## config.mk

```make
export PLATFORM = sky130hd
export DESIGN_NAME = vertex_transform_decimate_bbox
export DESIGN_NICKNAME = d
export VERILOG_FILES = /design/src/sv/vtdb_pkg.sv /design/src/sv/vtdb_config.sv /design/src/sv/vtdb_transform.sv /design/src/sv/vtdb_decimate.sv /design/src/sv/vertex_transform_decimate_bbox.sv
export SDC_FILE = /design/constraint.sdc
export NUM_CORES = 2
export LEC_CHECK = 0
export BUFFER_PORTS_ARGS = -buffer_cell sky130_fd_sc_hd__buf_2
export CAP_MARGIN = 20
export CORE_MARGIN = 10
export CORE_UTILIZATION = 50
export CTS_CLUSTER_SIZE = 16
export DETAILED_ROUTE_END_ITERATION = 10
export GPL_ROUTABILITY_DRIVEN = 0
export MAX_ROUTING_LAYER = met4
export PLACE_DENSITY = 0.63
export SLEW_MARGIN = 20
export SYNTH_ARGS = -nofsm -noshare
export SYNTH_HDL_FRONTEND = slang
export SYNTH_HIERARCHICAL = 1
export SYNTH_SLANG_ARGS = --single-unit
```

## constraint.sdc

```tcl
create_clock -name aclk -period 33.2 [get_ports aclk]
set_input_delay 6.64 -clock aclk [delete_from_list [all_inputs] [get_ports aclk]]
set_output_delay 6.64 -clock aclk [all_outputs]
set_load 0.1 [all_outputs]
```

## src/sv/vtdb_pkg.sv

```systemverilog
// Shared types and constants for the vertex transform, decimation and bounding box block.
package vtdb_pkg;

    localparam int unsigned RAW_W   = 8;
    localparam int unsigned BASE_W  = 16;
    localparam int unsigned COORD_W = 20;
    localparam int unsigned BOX_W   = 16;
    localparam int unsigned SHIFT_W = 4;
    localparam int unsigned TRIG_W  = 12;
    localparam int unsigned LEVEL_W = 4;
    localparam int unsigned CFG_IDX_W  = 3;
    localparam int unsigned CFG_DATA_W = 12;

    // raw byte shifted left by up to 15
    localparam int unsigned SCALED_W = RAW_W + (1 << SHIFT_W) - 1;
    localparam int unsigned PROD_W   = SCALED_W + 1 + TRIG_W;
    localparam int unsigned ROT_FRAC = 10;

    localparam logic [LEVEL_W-1:0] SCALE_COARSE = LEVEL_W'(5);
    localparam logic signed [COORD_W:0] LIMIT_FINE   = (COORD_W+1)'(3);
    localparam logic signed [COORD_W:0] LIMIT_COARSE = (COORD_W+1)'(4);

    localparam logic signed [TRIG_W-1:0] COS_RESET = TRIG_W'(1024);

    typedef enum logic [CFG_IDX_W-1:0] {
        REG_LEFT_SHIFT    = 3'd0,
        REG_RIGHT_SHIFT   = 3'd1,
        REG_ROTATE_ENABLE = 3'd2,
        REG_COS_TERM      = 3'd3,
        REG_SIN_TERM      = 3'd4,
        REG_SCALE_LEVEL   = 3'd5
    } cfg_index_t;

    typedef struct packed {
        logic [SHIFT_W-1:0]        left_shift;
        logic [SHIFT_W-1:0]        right_shift;
        logic                      rotate_enable;
        logic signed [TRIG_W-1:0]  cos_term;
        logic signed [TRIG_W-1:0]  sin_term;
        logic [LEVEL_W-1:0]        scale_level;
    } cfg_t;

    typedef struct packed {
        logic signed [BOX_W-1:0] min_x;
        logic signed [BOX_W-1:0] max_x;
        logic signed [BOX_W-1:0] min_y;
        logic signed [BOX_W-1:0] max_y;
    } box_t;

endpackage

```

## src/sv/vtdb_config.sv

```systemverilog
// Configuration register bank for the vertex transform block.
module vtdb_config (
    input  logic                                aclk,
    input  logic                                aresetn,
    input  logic                                cfg_wr_en,
    input  logic [vtdb_pkg::CFG_IDX_W-1:0]      cfg_index,
    input  logic [vtdb_pkg::CFG_DATA_W-1:0]     cfg_data,
    output vtdb_pkg::cfg_t                      cfg
);

    vtdb_pkg::cfg_t cfg_reg;
    vtdb_pkg::cfg_t cfg_next;

    always_comb begin
        cfg_next = cfg_reg;
        if (cfg_wr_en) begin
            case (vtdb_pkg::cfg_index_t'(cfg_index))
                vtdb_pkg::REG_LEFT_SHIFT: begin
                    cfg_next.left_shift = cfg_data[vtdb_pkg::SHIFT_W-1:0];
                end
                vtdb_pkg::REG_RIGHT_SHIFT: begin
                    cfg_next.right_shift = cfg_data[vtdb_pkg::SHIFT_W-1:0];
                end
                vtdb_pkg::REG_ROTATE_ENABLE: begin
                    cfg_next.rotate_enable = cfg_data[0];
                end
                vtdb_pkg::REG_COS_TERM: begin
                    cfg_next.cos_term = $signed(cfg_data[vtdb_pkg::TRIG_W-1:0]);
                end
                vtdb_pkg::REG_SIN_TERM: begin
                    cfg_next.sin_term = $signed(cfg_data[vtdb_pkg::TRIG_W-1:0]);
                end
                vtdb_pkg::REG_SCALE_LEVEL: begin
                    cfg_next.scale_level = cfg_data[vtdb_pkg::LEVEL_W-1:0];
                end
                default: begin
                    cfg_next = cfg_reg;
                end
            endcase
        end
    end

    always_ff @(posedge aclk) begin
        if (!aresetn) begin
            cfg_reg.left_shift    <= '0;
            cfg_reg.right_shift   <= '0;
            cfg_reg.rotate_enable <= 1'b0;
            cfg_reg.cos_term      <= vtdb_pkg::COS_RESET;
            cfg_reg.sin_term      <= '0;
            cfg_reg.scale_level   <= '0;
        end else begin
            cfg_reg <= cfg_next;
        end
    end

    assign cfg = cfg_reg;

endmodule

```

## src/sv/vtdb_transform.sv

```systemverilog
// Scale, optional Q10 rotation and base offset of one vertex.
module vtdb_transform (
    input  vtdb_pkg::cfg_t                          cfg,
    input  logic [vtdb_pkg::RAW_W-1:0]              raw_x,
    input  logic [vtdb_pkg::RAW_W-1:0]              raw_y,
    input  logic signed [vtdb_pkg::BASE_W-1:0]      base_x,
    input  logic signed [vtdb_pkg::BASE_W-1:0]      base_y,
    output logic signed [vtdb_pkg::COORD_W-1:0]     point_x,
    output logic signed [vtdb_pkg::COORD_W-1:0]     point_y
);

    localparam int unsigned SW = vtdb_pkg::SCALED_W;
    localparam int unsigned CW = vtdb_pkg::COORD_W;
    localparam int unsigned PW = vtdb_pkg::PROD_W;
    localparam int unsigned FR = vtdb_pkg::ROT_FRAC;

    logic [SW-1:0]         tx;
    logic [SW-1:0]         ty;
    logic signed [SW:0]    tx_s;
    logic signed [SW:0]    ty_s;
    logic signed [PW-1:0]  p_xc;
    logic signed [PW-1:0]  p_ys;
    logic signed [PW-1:0]  p_xs;
    logic signed [PW-1:0]  p_yc;
    logic [CW-1:0]         bx;
    logic [CW-1:0]         by;

    always_comb begin
        tx   = ({{(SW - vtdb_pkg::RAW_W){1'b0}}, raw_x} << cfg.left_shift) >> cfg.right_shift;
        ty   = ({{(SW - vtdb_pkg::RAW_W){1'b0}}, raw_y} << cfg.left_shift) >> cfg.right_shift;
        tx_s = $signed({1'b0, tx});
        ty_s = $signed({1'b0, ty});
        p_xc = tx_s * cfg.cos_term;
        p_ys = ty_s * cfg.sin_term;
        p_xs = tx_s * cfg.sin_term;
        p_yc = ty_s * cfg.cos_term;
        bx   = {{(CW - vtdb_pkg::BASE_W){base_x[vtdb_pkg::BASE_W-1]}}, base_x};
        by   = {{(CW - vtdb_pkg::BASE_W){base_y[vtdb_pkg::BASE_W-1]}}, base_y};
        // arithmetic shift by the fraction width, wrapped to the coordinate width
        if (cfg.rotate_enable) begin
            point_x = $signed(bx + p_xc[FR+CW-1:FR] - p_ys[FR+CW-1:FR]);
            point_y = $signed(by - (p_xs[FR+CW-1:FR] + p_yc[FR+CW-1:FR]));
        end else begin
            point_x = $signed(bx + tx[CW-1:0]);
            point_y = $signed(by - ty[CW-1:0]);
        end
    end

endmodule

```

## src/sv/vtdb_decimate.sv

```systemverilog
// Decimation against the last kept vertex and running bounding box state.
module vtdb_decimate (
    input  logic                                    aclk,
    input  logic                                    aresetn,
    input  logic [vtdb_pkg::LEVEL_W-1:0]            scale_level,
    input  logic                                    update,
    input  logic signed [vtdb_pkg::COORD_W-1:0]     point_x,
    input  logic signed [vtdb_pkg::COORD_W-1:0]     point_y,
    input  logic                                    first_vertex,
    input  logic                                    last_vertex,
    output logic                                    kept,
    output vtdb_pkg::box_t                          box
);

    localparam int unsigned CW = vtdb_pkg::COORD_W;
    localparam int unsigned BW = vtdb_pkg::BOX_W;

    logic signed [CW-1:0] prev_x_reg;
    logic signed [CW-1:0] prev_x_next;
    logic signed [CW-1:0] prev_y_reg;
    logic signed [CW-1:0] prev_y_next;
    vtdb_pkg::box_t       box_reg;
    vtdb_pkg::box_t       box_next;

    logic signed [CW:0]   limit;
    logic signed [CW:0]   neg_limit;
    logic signed [CW:0]   dx;
    logic signed [CW:0]   dy;
    logic                 short_step;
    logic signed [CW-1:0] min_x_w;
    logic signed [CW-1:0] max_x_w;
    logic signed [CW-1:0] min_y_w;
    logic signed [CW-1:0] max_y_w;

    always_comb begin
        limit     = (scale_level < vtdb_pkg::SCALE_COARSE) ? vtdb_pkg::LIMIT_FINE
                                                           : vtdb_pkg::LIMIT_COARSE;
        neg_limit = -limit;
        dx = $signed({point_x[CW-1], point_x}) - $signed({prev_x_reg[CW-1], prev_x_reg});
        dy = $signed({point_y[CW-1], point_y}) - $signed({prev_y_reg[CW-1], prev_y_reg});
        short_step = (dx < limit) && (dx > neg_limit) && (dy < limit) && (dy > neg_limit);
        kept = first_vertex || last_vertex || !short_step;

        min_x_w = $signed({{(CW - BW){box_reg.min_x[BW-1]}}, box_reg.min_x});
        max_x_w = $signed({{(CW - BW){box_reg.max_x[BW-1]}}, box_reg.max_x});
        min_y_w = $signed({{(CW - BW){box_reg.min_y[BW-1]}}, box_reg.min_y});
        max_y_w = $signed({{(CW - BW){box_reg.max_y[BW-1]}}, box_reg.max_y});

        box = box_reg;
        if (first_vertex) begin
            box.min_x = point_x[BW-1:0];
            box.max_x = point_x[BW-1:0];
            box.min_y = point_y[BW-1:0];
            box.max_y = point_y[BW-1:0];
        end else if (kept) begin
            if (min_x_w > point_x) box.min_x = point_x[BW-1:0];
            if (max_x_w < point_x) box.max_x = point_x[BW-1:0];
            if (min_y_w > point_y) box.min_y = point_y[BW-1:0];
            if (max_y_w < point_y) box.max_y = point_y[BW-1:0];
        end

        box_next    = box_reg;
        prev_x_next = prev_x_reg;
        prev_y_next = prev_y_reg;
        if (update) begin
            box_next = box;
            if (kept) begin
                prev_x_next = point_x;
                prev_y_next = point_y;
            end
        end
    end

    always_ff @(posedge aclk) begin
        if (!aresetn) begin
            prev_x_reg <= '0;
            prev_y_reg <= '0;
            box_reg    <= '0;
        end else begin
            prev_x_reg <= prev_x_next;
            prev_y_reg <= prev_y_next;
            box_reg    <= box_next;
        end
    end

endmodule

```

## src/sv/vertex_transform_decimate_bbox.sv

```systemverilog
// Top level: input register, transform and decimation logic, result register.
// Path: a vertex taken at the input passes the input register and then the result register
// before its result transaction is offered; a full result register can stall it in between.
// Throughput: one vertex per cycle unless m_ready stalls; the decimation state updates with each vertex.
// Ready stalls only when both the input and the result register are full and m_ready is low.
// Reset (aresetn low, synchronous) empties both registers, loads register defaults,
// and clears the last kept vertex and the bounding box to zero.
module vertex_transform_decimate_bbox (
    input  logic                                    aclk,
    input  logic                                    aresetn,
    input  logic                                    cfg_wr_en,
    input  logic [vtdb_pkg::CFG_IDX_W-1:0]          cfg_index,
    input  logic [vtdb_pkg::CFG_DATA_W-1:0]         cfg_data,
    input  logic                                    s_valid,
    output logic                                    s_ready,
    input  logic [vtdb_pkg::RAW_W-1:0]              s_raw_x,
    input  logic [vtdb_pkg::RAW_W-1:0]              s_raw_y,
    input  logic signed [vtdb_pkg::BASE_W-1:0]      s_base_x,
    input  logic signed [vtdb_pkg::BASE_W-1:0]      s_base_y,
    input  logic                                    s_first_vertex,
    input  logic                                    s_last_vertex,
    output logic                                    m_valid,
    input  logic                                    m_ready,
    output logic signed [vtdb_pkg::COORD_W-1:0]     m_screen_x,
    output logic signed [vtdb_pkg::COORD_W-1:0]     m_screen_y,
    output logic                                    m_kept,
    output logic signed [vtdb_pkg::BOX_W-1:0]       m_box_min_x,
    output logic signed [vtdb_pkg::BOX_W-1:0]       m_box_max_x,
    output logic signed [vtdb_pkg::BOX_W-1:0]       m_box_min_y,
    output logic signed [vtdb_pkg::BOX_W-1:0]       m_box_max_y,
    output logic                                    m_end_of_line
);

    vtdb_pkg::cfg_t cfg;

    logic                                 in_valid_reg;
    logic                                 in_valid_next;
    logic [vtdb_pkg::RAW_W-1:0]           raw_x_reg;
    logic [vtdb_pkg::RAW_W-1:0]           raw_y_reg;
    logic signed [vtdb_pkg::BASE_W-1:0]   base_x_reg;
    logic signed [vtdb_pkg::BASE_W-1:0]   base_y_reg;
    logic                                 first_reg;
    logic                                 last_reg;

    logic                                 out_valid_reg;
    logic                                 out_valid_next;
    logic signed [vtdb_pkg::COORD_W-1:0]  screen_x_reg;
    logic signed [vtdb_pkg::COORD_W-1:0]  screen_y_reg;
    logic                                 kept_reg;
    vtdb_pkg::box_t                       box_reg;
    logic                                 eol_reg;
    logic                                 first_out_reg;

    logic                                 out_free;
    logic                                 advance;
    logic                                 in_take;
    logic signed [vtdb_pkg::COORD_W-1:0]  point_x;
    logic signed [vtdb_pkg::COORD_W-1:0]  point_y;
    logic                                 kept;
    vtdb_pkg::box_t                       box;

    vtdb_config u_config (
        .aclk      (aclk),
        .aresetn   (aresetn),
        .cfg_wr_en (cfg_wr_en),
        .cfg_index (cfg_index),
        .cfg_data  (cfg_data),
        .cfg       (cfg)
    );

    vtdb_transform u_transform (
        .cfg     (cfg),
        .raw_x   (raw_x_reg),
        .raw_y   (raw_y_reg),
        .base_x  (base_x_reg),
        .base_y  (base_y_reg),
        .point_x (point_x),
        .point_y (point_y)
    );

    vtdb_decimate u_decimate (
        .aclk         (aclk),
        .aresetn      (aresetn),
        .scale_level  (cfg.scale_level),
        .update       (advance),
        .point_x      (point_x),
        .point_y      (point_y),
        .first_vertex (first_reg),
        .last_vertex  (last_reg),
        .kept         (kept),
        .box          (box)
    );

    always_comb begin
        out_free       = !out_valid_reg || m_ready;
        advance        = in_valid_reg && out_free;
        s_ready        = !in_valid_reg || out_free;
        in_take        = s_valid && s_ready;
        in_valid_next  = in_take || (in_valid_reg && !out_free);
        out_valid_next = advance || (out_valid_reg && !m_ready);
    end

    always_ff @(posedge aclk) begin
        if (!aresetn) begin
            in_valid_reg  <= 1'b0;
            out_valid_reg <= 1'b0;
        end else begin
            in_valid_reg  <= in_valid_next;
            out_valid_reg <= out_valid_next;
        end
    end

    always_ff @(posedge aclk) begin
        if (in_take) begin
            raw_x_reg  <= s_raw_x;
            raw_y_reg  <= s_raw_y;
            base_x_reg <= s_base_x;
            base_y_reg <= s_base_y;
            first_reg  <= s_first_vertex;
            last_reg   <= s_last_vertex;
        end
        if (advance) begin
            screen_x_reg  <= point_x;
            screen_y_reg  <= point_y;
            kept_reg      <= kept;
            box_reg       <= box;
            eol_reg       <= last_reg;
            first_out_reg <= first_reg;
        end
    end

    assign m_valid       = out_valid_reg;
    assign m_screen_x    = screen_x_reg;
    assign m_screen_y    = screen_y_reg;
    assign m_kept        = kept_reg;
    assign m_box_min_x   = box_reg.min_x;
    assign m_box_max_x   = box_reg.max_x;
    assign m_box_min_y   = box_reg.min_y;
    assign m_box_max_y   = box_reg.max_y;
    assign m_end_of_line = eol_reg;

`ifndef NO_ASSERTIONS
    // a first vertex restarts the box at its own truncated position
    assert property (@(posedge aclk) disable iff (!aresetn)
        (m_valid && first_out_reg) |-> (m_kept && m_box_min_x == m_screen_x[15:0]
            && m_box_max_y == m_screen_y[15:0]))
        else $error("first vertex did not restart the bounding box");

    // the last vertex of a polyline is never dropped
    assert property (@(posedge aclk) disable iff (!aresetn)
        (m_valid && m_end_of_line) |-> m_kept)
        else $error("last vertex dropped");

    // input stalls only while both stages hold a transaction and the result is not accepted
    assert property (@(posedge aclk) disable iff (!aresetn)
        !s_ready |-> (in_valid_reg && out_valid_reg && !m_ready))
        else $error("input stalled with room in the pipeline");

    // a transaction moved to the result stage shows up as valid next cycle
    assert property (@(posedge aclk) disable iff (!aresetn)
        advance |=> m_valid)
        else $error("result lost after advancing");
`endif

endmodule
```

==> out/qor.txt <==
Post-synthesis mux area share = 4.755%
CTS Sinks = 299
Slowest stage delay, CP = 0.97 ns
Root Driver = clkbuf_16
Flip-flop and latch area = 7553 um^2
Design area = 59110 um^2
Post-synth top flop = edfxtp_1
Post-Synth Simple-Gate Area = 17.24%
Layout cells sized above 1 = 7.488%
Final hold violation count = 0
Cells after DPL = 7831
Total power per unit cell area = 29.68 nW/um^2
Die Wd = 353.1 um
VDD IR-drop max = 0.03707 mV
Top cells by area, synth = fa_1, ha_1, edfxtp_1
Buf/Inv on CP = 4
Largest family of logic cells by synthesized area = adder cells
Dpl hpwl = 121500 um
Reg2reg start = u_config/cfg[33]
RSZ-0062 raised after global routing = false
Setup violators final = 0
Initial antenna violation count = 4
Drt first pass iters = 5
Netlist cell types = 104
Cell accounting for the most synthesized area = fa_1
Yosys warnings = 6
Compound-gate portion of the synthesized area = 9.477%
Largest net degree at the start of global routing = 111
WP data arrival = 16.58 ns
Syn_area_per_cell = 8.683 um^2
Post-Synth XOR/XNOR Area = 2.936%
# fillers = 10370
Max-cap violation count = 0
Post-CTS sizing = 0
Clk slew on worst S/H paths = 0.06 ns
Dpl ws = 16.86 ns
TritonCTS clock tree = yes
Synthesized flop and latch total = 299
Minimum clock period = 16.10 ns
Die area = 124700 um^2
First-pass GRT wire length = 255600 um
Fin nets = 7778
Vias post-DR = 44150
Multi-input logic area = 42260 um^2
CP required = 33.68 ns
Via density = 5.589
Total gr overflow = 0
Worst-path fanout max = 53
Number of global-route vias before repair = 45530
Hold Crit Class = flip-flop to flip-flop
Final ANT Viol Nets = 0
Syn_nets = 7786
WL/cell = 20.04 um
Fmax = 62.13 MHz
Setup crit end kind = flip-flop
Setup ws final = 17.10 ns
Worst Hold End = u_config/cfg[6]
Gate Count Post-Synth = 6391
DRC = 0
Crit share post-route = 48.48%
Setup TNS = 0 ns
Cts hold-fix bufs = 0
Max-slew headroom = 24.20%
Clk_skew = 0.01843 ns
CP startpoint kind = flip-flop
Setup CP Type = flip-flop to flip-flop
Hold Crit Start = u_config/cfg[6]
Reg2Reg Setup Slack = 17.10 ns
PortBufs = 177
Post-CTS setup buffers = 0
I/O pin total = 178
Iter 0 DRT Violations = 3438
R2R depth = 57
Max clock buf depth = 3
Family with the most delay on the worst path = compound AO/OA/AOI/OAI gates
Post-DP Area = 57900 um^2
Sequential share of the synthesized area = 13.60%
Number of flip-flops in the largest register = 64
Site Rows = 122
Post-synth EDFFs = 156
Slowest cell on crit path = a221o_1
Synth Area in Adders = 41.38%
Run status = completed
Hold Path Depth = 2
Count of pins over their slew limit = 0
Global router's overall resource usage = 26.26%
Post-Syn Area = 55490 um^2
Area Overhead vs Synth = 6.525%
Routed WL = 158300 um
Worst-skew pair later-pin latency = 0.58 ns
Non-Filler Instances = 7900
Core area = 110400 um^2
Worst Tran Pin Value = 1.137 ns
P_leak = 27.79 nW
# H-tree levels = 2
Ys async rst share = 0%
Crit Reg-Reg Endpoint = u_decimate/box_reg[60]
Yosys top cell area share = 30.67%
Initial cell density of the core = 50.28%
Die height = 353.1 um
Num CTS Buffers = 36
==> report_power, final <==
group	leakage, nW	switching (mW)	internal, mW
combinational	24.6	0.600	0.312
clock	0.554	0.161	0.231
sequential	2.65	0.0194	0.431
total	27.8	0.780	0.974
==> worst reg2reg max path, delay by kind of cell (launching register included) <==
kind / cells / cell delay (ns)
xor gates and xnor gates: 12 / 2.54
AOI/OAI and AO/OA: 14 / 4.45
DFF: 1 / 0.74
buffers and inverters: 4 / 0.70
muxes: 4 / 1.55
adders and majority gates: 8 / 3.65
and+or+nand+nor: 15 / 2.37
==> layout make-up <==
| class | instances | area share (%) |
|---|---|---|
| flip-flops and latches | 299 | 12.78 |
| inverters | 1182 | 7.506 |
| multi-input cells | 4563 | 71.50 |
| well taps | 1488 | 3.150 |
| diodes | 2 | 0.008467 |
| clock buffers | 52 | 1.744 |
| repair buffers | 301 | 3.097 |
| clock inverters | 13 | 0.2201 |
==> stage by stage <==
stage	power [mW]	hold slack (ns)	util, %
4_1_cts	1.757	0.4579	53.51
6_report	1.755	0.4601	53.56
3_3_place_gp	1.345	0.4437	52.46
3_5_place_dp	1.356	0.4481	52.46
5_1_grt	1.875	0.4761	53.56
2_1_floorplan	1.123	0.4183	-
==> Yosys cell counts, drive strengths merged (13+ instances only) <==
master,instances
dfxtp,143
a211oi,28
mux2i,204
edfxtp,156
o311ai,50
buf,89
xnor2,118
a21o,75
o21ai,127
nand4,25
nor2b,89
xor2,62
nand2,1019
fa,850
or2,13
o211ai,26
o31ai,13
o31a,13
clkbuf,258
a31oi,20
a21oi,180
and2,302
nor4,18
nor2,255
nor3,69
o21a,45
inv,1180
nand3,100
ha,475
o22ai,13
and3,50
mux2,43
or3,17
a22oi,56
nand2b,43
==> cells by family (layout without fill, tap and decap cells) <==
group	after synthesis	count (layout)
flip-flops	299	299
other	0	2
AND/OR/NAND/NOR	2043	2043
AO/OA/AOI/OAI	763	763
adder cells (fa/ha/maj)	1325	1325
buffers and inverters	1529	1548
XOR/XNOR	182	182
multiplexers	250	250
==> metal layers <==
| metal | track usage (%) | wire, um |
|---|---|---|
| met5 | - | 0 |
| met4 | 8.900 | 6079 |
| met3 | 3.739 | 10450 |
| met2 | 41.81 | 73090 |
| met1 | 34.26 | 68670 |
==> cells in the final DEF (no fill, tap or decap), types with 12 or more instances in the layout <==
cell,synthesis,final
inv_1,1178,1178
mux2_4,12,12
o21a_1,45,45
a211oi_1,27,27
nor2_1,254,252
o31ai_1,12,12
o21ai_0,116,115
a31oi_1,19,19
dfxtp_1,143,138
mux2i_1,204,198
a21oi_1,178,171
o31a_1,13,13
o311ai_0,50,50
nor2b_1,88,87
or2_2,12,12
a22oi_1,56,56
buf_4,3,122
nor3_1,67,65
and2_1,302,302
xor2_1,62,62
mux2_2,30,30
nor4_1,18,18
clkbuf_16,0,36
a21o_1,75,75
buf_2,50,176
and3_1,50,50
o211ai_1,26,26
edfxtp_1,156,156
fa_1,850,850
nand2b_1,43,43
or3_1,17,17
nand3_1,98,98
nand4_1,24,24
nand2_1,1019,1019
ha_1,475,475
xnor2_1,117,117
==> how the worst max path moves through the flow <==
| stage | start | endpoint | slack, ns | cells after the start |
|---|---|---|---|---|
| floorplan | m_ready | s_ready | 19.57 | 1 |
| global placement | u_config/cfg[33] | u_decimate/box_reg[60] | 17.27 | 50 |
| detailed placement | u_config/cfg[33] | u_decimate/box_reg[60] | 16.86 | 50 |
| CTS | u_config/cfg[33] | u_decimate/box_reg[60] | 16.81 | 50 |
| global route | u_config/cfg[34] | u_decimate/box_reg[53] | 16.12 | 51 |
| finish | u_config/cfg[33] | u_decimate/box_reg[60] | 17.10 | 57 |
(Power assumes the default switching activity.)
